### src/hdl/itac_pkg.sv
package itac_pkg;

  // Width of the operand field on the input channel
  localparam int unsigned VALUE_BITS = 64;

  // Conversion modes carried in func
  localparam logic [1:0] FUNC_UDEC = 2'd0;
  localparam logic [1:0] FUNC_SDEC = 2'd1;
  localparam logic [1:0] FUNC_HEX  = 2'd2;

  // Character constants
  localparam logic [7:0] CH_ZERO      = 8'd48;
  localparam logic [7:0] CH_ALPHA_OFS = 8'd55;
  localparam logic [7:0] CH_MINUS     = 8'd45;
  localparam logic [7:0] CH_NINE      = 8'd57;
  localparam logic [7:0] CH_UPPER_A   = 8'd65;
  localparam logic [7:0] CH_UPPER_F   = 8'd70;

  // Entries in the command queue between front and back
  localparam int unsigned QUEUE_DEPTH = 2;

  // Classified command handed from the front to the back
  typedef struct packed {
    logic [VALUE_BITS-1:0] mag;       // magnitude (decimal) or raw value (hex)
    logic                  is_hex;
    logic                  neg;
    logic [1:0]            hex_size;
  } itac_cmd_t;

endpackage

### src/hdl/itac_if.sv
interface itac_in_if;
  logic                             valid;
  logic                             ready;
  logic [itac_pkg::VALUE_BITS-1:0] value_bits;
  logic [1:0]                       func;
  logic [1:0]                       hex_size;

  modport source (output valid, value_bits, func, hex_size, input ready);
  modport sink   (input valid, value_bits, func, hex_size, output ready);
endinterface

interface itac_out_if;
  logic       valid;
  logic       ready;
  logic [7:0] char_code;
  logic       last_char;

  modport source (output valid, char_code, last_char, input ready);
  modport sink   (input valid, char_code, last_char, output ready);
endinterface

### src/hdl/itac_front.sv
module itac_front #(
  parameter int unsigned VALUE_WIDTH = 64
) (
  itac_in_if.sink              in_i,
  input  logic                 q_full_i,
  output logic                 push_o,
  output itac_pkg::itac_cmd_t  cmd_o
);

  logic [VALUE_WIDTH-1:0] val;
  logic [VALUE_WIDTH-1:0] mag;
  logic                   is_neg;

  assign in_i.ready = !q_full_i;
  assign push_o     = in_i.valid && !q_full_i;

  assign val    = in_i.value_bits[VALUE_WIDTH-1:0];
  assign is_neg = (in_i.func == itac_pkg::FUNC_SDEC) && val[VALUE_WIDTH-1];
  // Two's complement magnitude; the most negative value wraps to its unsigned form
  assign mag    = is_neg ? (~val + {{(VALUE_WIDTH-1){1'b0}}, 1'b1}) : val;

  always_comb begin
    cmd_o          = '0;
    cmd_o.mag      = itac_pkg::VALUE_BITS'(mag);
    cmd_o.is_hex   = (in_i.func & itac_pkg::FUNC_HEX) != 2'd0;
    cmd_o.neg      = is_neg;
    cmd_o.hex_size = in_i.hex_size;
  end

endmodule

### src/hdl/itac_queue.sv
module itac_queue (
  input  logic                clk_i,
  input  logic                rst_ni,
  input  logic                push_i,
  input  itac_pkg::itac_cmd_t cmd_i,
  output logic                full_o,
  input  logic                pop_i,
  output logic                valid_o,
  output itac_pkg::itac_cmd_t cmd_o
);

  localparam int unsigned PtrW = $clog2(itac_pkg::QUEUE_DEPTH);
  localparam int unsigned CntW = $clog2(itac_pkg::QUEUE_DEPTH + 1);

  itac_pkg::itac_cmd_t mem_q [itac_pkg::QUEUE_DEPTH];
  logic [PtrW-1:0]     wr_ptr_q;
  logic [PtrW-1:0]     rd_ptr_q;
  logic [CntW-1:0]     count_q;
  logic                do_push;
  logic                do_pop;

  assign full_o  = count_q == CntW'(itac_pkg::QUEUE_DEPTH);
  assign valid_o = count_q != '0;
  assign cmd_o   = mem_q[rd_ptr_q];
  assign do_push = push_i && !full_o;
  assign do_pop  = pop_i && valid_o;

  always_ff @(posedge clk_i or negedge rst_ni) begin
    if (!rst_ni) begin
      wr_ptr_q <= '0;
      rd_ptr_q <= '0;
      count_q  <= '0;
    end else begin
      if (do_push) begin
        wr_ptr_q <= (32'(wr_ptr_q) == itac_pkg::QUEUE_DEPTH - 1) ? '0 : wr_ptr_q + 1'b1;
      end
      if (do_pop) begin
        rd_ptr_q <= (32'(rd_ptr_q) == itac_pkg::QUEUE_DEPTH - 1) ? '0 : rd_ptr_q + 1'b1;
      end
      if (do_push && !do_pop) begin
        count_q <= count_q + 1'b1;
      end else if (do_pop && !do_push) begin
        count_q <= count_q - 1'b1;
      end
    end
  end

  always_ff @(posedge clk_i) begin
    if (do_push) begin
      mem_q[wr_ptr_q] <= cmd_i;
    end
  end

endmodule

### src/hdl/itac_back.sv
module itac_back #(
  parameter int unsigned VALUE_WIDTH = 64,
  parameter int unsigned MAX_DIGITS  = 20
) (
  input  logic                clk_i,
  input  logic                rst_ni,
  input  logic                q_valid_i,
  input  itac_pkg::itac_cmd_t cmd_i,
  output logic                pop_o,
  itac_out_if.source          out_o
);

  localparam int unsigned IdxW = $clog2(MAX_DIGITS);
  localparam int unsigned CntW = $clog2(VALUE_WIDTH);
  localparam logic [IdxW-1:0] LastIdx = IdxW'(MAX_DIGITS - 1);

  localparam logic [2:0] S_IDLE = 3'd0;
  localparam logic [2:0] S_CONV = 3'd1;
  localparam logic [2:0] S_TRIM = 3'd2;
  localparam logic [2:0] S_SIGN = 3'd3;
  localparam logic [2:0] S_DEC  = 3'd4;
  localparam logic [2:0] S_HEX  = 3'd5;

  logic [2:0]                      state_q, state_d;
  logic [itac_pkg::VALUE_BITS-1:0] val_q;
  logic [3:0]                      bcd_q [MAX_DIGITS];
  logic [3:0]                      bcd_step [MAX_DIGITS];
  logic [MAX_DIGITS:0]             carry;
  logic [IdxW-1:0]                 idx_q;
  logic [CntW-1:0]                 cnt_q;
  logic                            neg_q;
  logic [7:0]                      char_q, char_d;
  logic                            last_q, last_d;
  logic                            out_valid_q;
  logic                            can_load;
  logic                            load_out;
  logic [3:0]                      sel_digit;
  logic [itac_pkg::VALUE_BITS-1:0] hex_shift;
  logic [3:0]                      nib;
  logic [4:0]                      hex_nibs;
  logic [IdxW-1:0]                 hex_idx;

  function automatic logic [7:0] hex_char(input logic [3:0] n);
    hex_char = (n > 4'd9) ? ({4'd0, n} + itac_pkg::CH_ALPHA_OFS)
                          : ({4'd0, n} + itac_pkg::CH_ZERO);
  endfunction

  assign sel_digit = bcd_q[idx_q];
  assign hex_shift = val_q >> {idx_q, 2'b00};
  assign nib       = hex_shift[3:0];
  assign can_load  = !out_valid_q || out_o.ready;

  // First nibble to print: the top one, clipped to the last MAX_DIGITS characters
  assign hex_nibs = 5'd2 << cmd_i.hex_size;
  assign hex_idx  = (32'(hex_nibs) >= MAX_DIGITS) ? LastIdx : IdxW'(hex_nibs - 5'd1);

  // One double-dabble step: add 3 to digits of 5 or more, then shift in the next bit
  always_comb begin
    logic [3:0] adj;
    carry[0] = val_q[VALUE_WIDTH-1];
    for (int d = 0; d < MAX_DIGITS; d++) begin
      adj           = (bcd_q[d] >= 4'd5) ? bcd_q[d] + 4'd3 : bcd_q[d];
      bcd_step[d]   = {adj[2:0], carry[d]};
      carry[d+1]    = adj[3];
    end
  end

  always_comb begin
    state_d  = state_q;
    pop_o    = 1'b0;
    load_out = 1'b0;
    char_d   = itac_pkg::CH_ZERO;
    last_d   = 1'b0;
    case (state_q)
      S_IDLE: begin
        if (q_valid_i) begin
          pop_o   = 1'b1;
          state_d = cmd_i.is_hex ? S_HEX : S_CONV;
        end
      end
      S_CONV: begin
        if (cnt_q == '0) begin
          state_d = S_TRIM;
        end
      end
      S_TRIM: begin
        if (idx_q == '0 || sel_digit != 4'd0) begin
          // Drop the sign when the digits alone fill the text
          state_d = (neg_q && idx_q != LastIdx) ? S_SIGN : S_DEC;
        end
      end
      S_SIGN: begin
        if (can_load) begin
          load_out = 1'b1;
          char_d   = itac_pkg::CH_MINUS;
          state_d  = S_DEC;
        end
      end
      S_DEC: begin
        if (can_load) begin
          load_out = 1'b1;
          char_d   = {4'd0, sel_digit} + itac_pkg::CH_ZERO;
          last_d   = idx_q == '0;
          if (idx_q == '0) begin
            state_d = S_IDLE;
          end
        end
      end
      S_HEX: begin
        if (can_load) begin
          load_out = 1'b1;
          char_d   = hex_char(nib);
          last_d   = idx_q == '0;
          if (idx_q == '0) begin
            state_d = S_IDLE;
          end
        end
      end
      default: begin
        state_d = S_IDLE;
      end
    endcase
  end

  always_ff @(posedge clk_i or negedge rst_ni) begin
    if (!rst_ni) begin
      state_q     <= S_IDLE;
      out_valid_q <= 1'b0;
    end else begin
      state_q <= state_d;
      if (load_out) begin
        out_valid_q <= 1'b1;
      end else if (out_o.ready) begin
        out_valid_q <= 1'b0;
      end
    end
  end

  always_ff @(posedge clk_i) begin
    case (state_q)
      S_IDLE: begin
        if (pop_o) begin
          val_q <= cmd_i.mag;
          neg_q <= cmd_i.neg;
          cnt_q <= CntW'(VALUE_WIDTH - 1);
          idx_q <= cmd_i.is_hex ? hex_idx : LastIdx;
          for (int d = 0; d < MAX_DIGITS; d++) begin
            bcd_q[d] <= 4'd0;
          end
        end
      end
      S_CONV: begin
        bcd_q <= bcd_step;
        val_q <= val_q << 1;
        cnt_q <= cnt_q - 1'b1;
      end
      S_TRIM: begin
        if (idx_q != '0 && sel_digit == 4'd0) begin
          idx_q <= idx_q - 1'b1;
        end
      end
      S_DEC, S_HEX: begin
        if (load_out && idx_q != '0) begin
          idx_q <= idx_q - 1'b1;
        end
      end
      default: begin
      end
    endcase
    if (load_out) begin
      char_q <= char_d;
      last_q <= last_d;
    end
  end

  assign out_o.valid     = out_valid_q;
  assign out_o.char_code = char_q;
  assign out_o.last_char = last_q;

endmodule

### src/hdl/integer_to_ascii_converter_unit.sv
// Integer to ASCII converter. Each input beat carries a value and a mode (unsigned decimal,
// signed decimal or hex of 1, 2, 4 or 8 bytes); the block returns the text one character per
// output beat, last_char set on the final one, with no terminator. A front stage classifies
// the beat and takes the sign apart into a two-entry command queue, so new beats are taken
// while the back end works, until the queue is full. The back end converts decimal by double
// dabble, one bit per cycle, then skips leading zeros one digit per cycle, then sends one
// character per cycle while the output does not stall; hex is sent straight from the nibbles.
// The back end pops the next command only once the last character of the current one is
// loaded. The double-dabble loop sets the rate of decimal items.
module integer_to_ascii_converter_unit #(
  parameter int unsigned VALUE_WIDTH = 64,
  parameter int unsigned MAX_DIGITS  = 20
) (
  input  logic        clk_i,
  input  logic        rst_ni,
  itac_in_if.sink     in_i,
  itac_out_if.source  out_o
);

  logic                q_full;
  logic                q_push;
  logic                q_pop;
  logic                q_valid;
  itac_pkg::itac_cmd_t cmd_in;
  itac_pkg::itac_cmd_t cmd_out;

  itac_front #(
    .VALUE_WIDTH (VALUE_WIDTH)
  ) u_front (
    .in_i     (in_i),
    .q_full_i (q_full),
    .push_o   (q_push),
    .cmd_o    (cmd_in)
  );

  itac_queue u_queue (
    .clk_i   (clk_i),
    .rst_ni  (rst_ni),
    .push_i  (q_push),
    .cmd_i   (cmd_in),
    .full_o  (q_full),
    .pop_i   (q_pop),
    .valid_o (q_valid),
    .cmd_o   (cmd_out)
  );

  itac_back #(
    .VALUE_WIDTH (VALUE_WIDTH),
    .MAX_DIGITS  (MAX_DIGITS)
  ) u_back (
    .clk_i     (clk_i),
    .rst_ni    (rst_ni),
    .q_valid_i (q_valid),
    .cmd_i     (cmd_out),
    .pop_o     (q_pop),
    .out_o     (out_o)
  );

endmodule

### src/flat_wrapper.sv
// flat-port wrapper written by rule: the top's interface ports become plain ports
module integer_to_ascii_converter_unit_flat 
#(
  parameter int unsigned VALUE_WIDTH = 64,
  parameter int unsigned MAX_DIGITS  = 20
)
  (clk_i, rst_ni, in_i_valid, in_i_value_bits, in_i_func, in_i_hex_size, in_i_ready, out_o_valid, out_o_char_code, out_o_last_char, out_o_ready);
  itac_in_if in_i_i ();
  itac_out_if out_o_i ();
  input  logic clk_i;
  input  logic rst_ni;
  input wire logic [$bits(in_i_i.valid)-1:0] in_i_valid;
  input wire logic [$bits(in_i_i.value_bits)-1:0] in_i_value_bits;
  input wire logic [$bits(in_i_i.func)-1:0] in_i_func;
  input wire logic [$bits(in_i_i.hex_size)-1:0] in_i_hex_size;
  output wire logic [$bits(in_i_i.ready)-1:0] in_i_ready;
  output wire logic [$bits(out_o_i.valid)-1:0] out_o_valid;
  output wire logic [$bits(out_o_i.char_code)-1:0] out_o_char_code;
  output wire logic [$bits(out_o_i.last_char)-1:0] out_o_last_char;
  input wire logic [$bits(out_o_i.ready)-1:0] out_o_ready;
  assign in_i_i.valid = in_i_valid;
  assign in_i_i.value_bits = in_i_value_bits;
  assign in_i_i.func = in_i_func;
  assign in_i_i.hex_size = in_i_hex_size;
  assign in_i_ready = in_i_i.ready;
  assign out_o_valid = out_o_i.valid;
  assign out_o_char_code = out_o_i.char_code;
  assign out_o_last_char = out_o_i.last_char;
  assign out_o_i.ready = out_o_ready;
  integer_to_ascii_converter_unit #(.VALUE_WIDTH(VALUE_WIDTH), .MAX_DIGITS(MAX_DIGITS)) u_core (.clk_i(clk_i), .rst_ni(rst_ni), .in_i(in_i_i), .out_o(out_o_i));
endmodule
### config.mk
export PLATFORM = sky130hd
export DESIGN_NAME = integer_to_ascii_converter_unit_flat
export DESIGN_NICKNAME = d
export VERILOG_FILES = /design/src/hdl/itac_pkg.sv /design/src/hdl/itac_if.sv /design/src/hdl/itac_front.sv /design/src/hdl/itac_queue.sv /design/src/hdl/itac_back.sv /design/src/hdl/integer_to_ascii_converter_unit.sv /design/src/flat_wrapper.sv
export SDC_FILE = /design/constraint.sdc
export NUM_CORES = 1
export LEC_CHECK = 0
export BUFFER_PORTS_ARGS = -buffer_cell sky130_fd_sc_hd__clkbuf_2
export CORE_MARGIN = 2
export CORE_UTILIZATION = 50
export DETAILED_ROUTE_END_ITERATION = 10
export PLACE_DENSITY = 0.7
export SLEW_MARGIN = 0
export SYNTH_ARGS = -nofsm -noshare
export SYNTH_HDL_FRONTEND = slang
export SYNTH_SLANG_ARGS = --single-unit
### constraint.sdc
create_clock -name clk_i -period 6.05 [get_ports clk_i]
set_input_delay 0.3025 -clock clk_i [delete_from_list [all_inputs] [get_ports clk_i]]
set_output_delay 0.3025 -clock clk_i [all_outputs]
set_load 0.01 [all_outputs]
==> run_results.csv <==
group,metric,value,unit
status,outcome,"complete, no violations",
layout,drive_above_1_share,12.3,%
flow_run,drv_cap,0,
route,ant_nets,0,
synth,synth_cells,1348,
clocking,cts_tree,"done",
placed_design,portBuffers,81,
clocking,worstSkewPairLatency,0.51,ns
floorplan,start_util,50.8,%
clocking,cts.sinks,308,
synth,ys_seq_area_share,57.4,%
route,wl_per_cell,17.5,um
power_and_ir_drop,irDropWorstVdd,332,uV
timing,finalHoldViolCount,0,
layout,instances_no_fill,1847,
timing,tns,0,ns
synth,yosysMostFrequentCell,"edfxtp_1",
setup_path,worstSetupPathType,"reg -> reg",
clocking,clock-root-buffer,"clkbuf_16",
timing,slew-limit-headroom,30.2,%
placed_design,placed_area,16800,um^2
synth,synth_seq_cells,308,
floorplan,die_h,183,um
synth,synth.distinct_cells,63,
route,routed_wl,32300,um
grt,grt_use_total,19.3,%
power_and_ir_drop,finalPower,10.2,mW
route,drt_first_pass_iters,5,
synth,syn_area_per_cell,11.9,um^2
synth,synth_edf_count,300,
route,vias_per_cell,5.58,
grt,grt_pass1_vias,9795,
timing,finClkSkew,0.0179,ns
setup_path,critPathCaptureType,"flop",
timing,finalCritPeriodShare,62.4,%
floorplan,core-area,31600,um^2
hold_path,hp-class,"in -> reg",
placed_design,hpwl,22300,um
hold_path,hold_depth,1,
floorplan,core.rowCount,65,
synth,synth_fp_nets,1468,
power_and_ir_drop,p_leak,6.63,nW
synth,synth_flop_cell,"edfxtp_1",
floorplan,pin_count,83,
placed_design,gp_congestion,0.846,
timing,max_freq,265,MHz
setup_path,path_max_fanout,63,
clocking,htreeDepth,2,
timing,drv_slew,0,
layout,syn_to_final_growth,11.5,%
timing,fin_crit,3.78,ns
timing,tightestPinTransition,1.05,ns
setup_path,crit_arrival,3.93,ns
timing,setup_viol,0,
synth,yosysTopAreaCell,"edfxtp_1",
setup_path,reg2reg_depth,7,
layout,diodes,0,
synth,ys.warnings.count,0,
power_and_ir_drop,power_density,573,nW/um^2
clocking,clk_path_buf_depth,3,
setup_path,start_kind,"flop",
synth,async_flop_share,2.60,%
layout,nNetsFinal,1541,
timing,rsz0062_at_grt,"false",
floorplan,die_w,183,um
setup_path,required,6.20,ns
floorplan,die_area,33500,um^2
grt,grt_max_degree,96,
route,drtIter0Drc,829,
grt,antenna_found_initial,0,
grt,grt_overflow,0,
synth,synthTopCellsByCount,"300 x edfxtp_1, 141 x nand2_1, 120 x nor2_1",
clocking,clkTransAtPathRegs,0.06,ns
grt,grt_pass1_wl,51400,um
placed_design,dp_cells,1784,
clocking,cts_buffers,34,
layout,final_area,17900,um^2
synth,synth_area_leaders,"edfxtp_1 56%, mux2i_1 5.6%, ha_1 3.7%",
route,drc,0,
synth,synth_top_area_share,56.2,%
route,vias,10300,
synth,netlist_area,16000,um^2
==> cells in the final DEF (no fill, tap or decap), drive strengths merged, types with 51 or more instances in the layout <==
cell and n:
edfxtp 300, nand2 141, nor2 122, clkbuf 118, o21ai 103, a21oi 91, mux2i 90, xnor2 61
inv 57, xor2 51
==> layer usage <==
layer	vias up	track usage (%)	part of all wire, %
met1	4917	26.6	45
met4	0	5.47	2.7
li1	5066	-	-
met5	-	0	0
met2	259	31.8	47
met3	62	3.14	4.9
==> power breakdown <==
part,internal [mW],total (mW),switching (mW)
registers,3.68,4.41,0.723
logic,1.55,3.91,2.36
clock network,1.10,1.92,0.816
==> per-stage QoR <==
stage               util (%)  hold WS, ns  setup WS (ns)
finish                  56.7       0.0424           2.27
global placement        53.2        0.183           2.41
floorplan                  -      0.00691          0.295
global route            56.7       0.0273           1.86
detailed placement      53.2        0.182           2.26
CTS                     56.7       0.0188           2.24
==> cells by family after synthesis <==
family          after synthesis  share of synthesized area [%]
fa+ha+maj                    48                           3.75
xor+xnor                    112                           6.12
mux                         121                           9.93
simple gates                400                           11.3
flops                       308                           57.4
compound gates              243                           8.44
other cells                   1                         0.0234
buf+inv                     115                           2.99
==> path summary, 6_finish.rpt <==
check / slack, ns / from / endpoint
setup / recovery: 2.27 / u_core.u_back.idx_q[3] / u_core.u_back.bcd_q[25]
hold / removal: 0.04 / in_i_func[1] / u_core.u_queue.mem_q[0][3]
setup reg to reg: 2.27 / u_core.u_back.idx_q[3] / u_core.u_back.bcd_q[25]
hold reg to reg: 0.52 / u_core.u_queue.count_q[1] / u_core.u_queue.count_q[1]
max in group asynchronous: 5.64 / rst_ni / u_core.u_queue.rd_ptr_q
min in group asynchronous: 0.19 / rst_ni / u_core.u_queue.rd_ptr_q
==> worst max-delay path, cell delays in order, from the launching register on <==
cell      delay, ns
edfxtp_1       0.62
nor2_1         0.32
nand3b_1       0.19
o21a_1         0.22
nor3_1         0.50
nand2_1        0.31
nand2_4        0.74
buf_4          0.50
==> area by class of cell <==
type                            instances  area, um^2
Clock buffer                           37         883
Clock inverter                         23         165
Fill cell                            2586       13700
Inverter                               58         218
Multi-Input combinational cell        925        6370
Sequential cell                       308        9210
Tap cell                              402         503
Timing Repair Buffer                   94         523
==> state kept, by name, indices dropped and copies added, names as in the netlist <==
| name | cells |
|---|---|
| u_core.u_queue.mem_q | 136 |
| u_core.u_back.bcd_q | 80 |
| u_core.u_back.val_q | 64 |
| u_core.u_back.out_o.char_code | 7 |
| u_core.u_back.cnt_q | 6 |
| u_core.u_back.idx_q | 5 |
| u_core.u_back.state_q | 3 |
| u_core.u_queue.count_q | 2 |
| u_core.u_back.neg_q | 1 |
| u_core.u_back.out_o.last_char | 1 |
| u_core.u_back.out_o.valid | 1 |
| u_core.u_queue.rd_ptr_q | 1 |
| u_core.u_queue.wr_ptr_q | 1 |
==> what timing repair did <==
action / in CTS / in global routing
setup buffers: 0 / 0
hold endpoints to repair: 12 / 0
hold buffers: 3 / 0
resized for setup: 0 / 0
No activity file was read; power rests on OpenSTA's default activity.
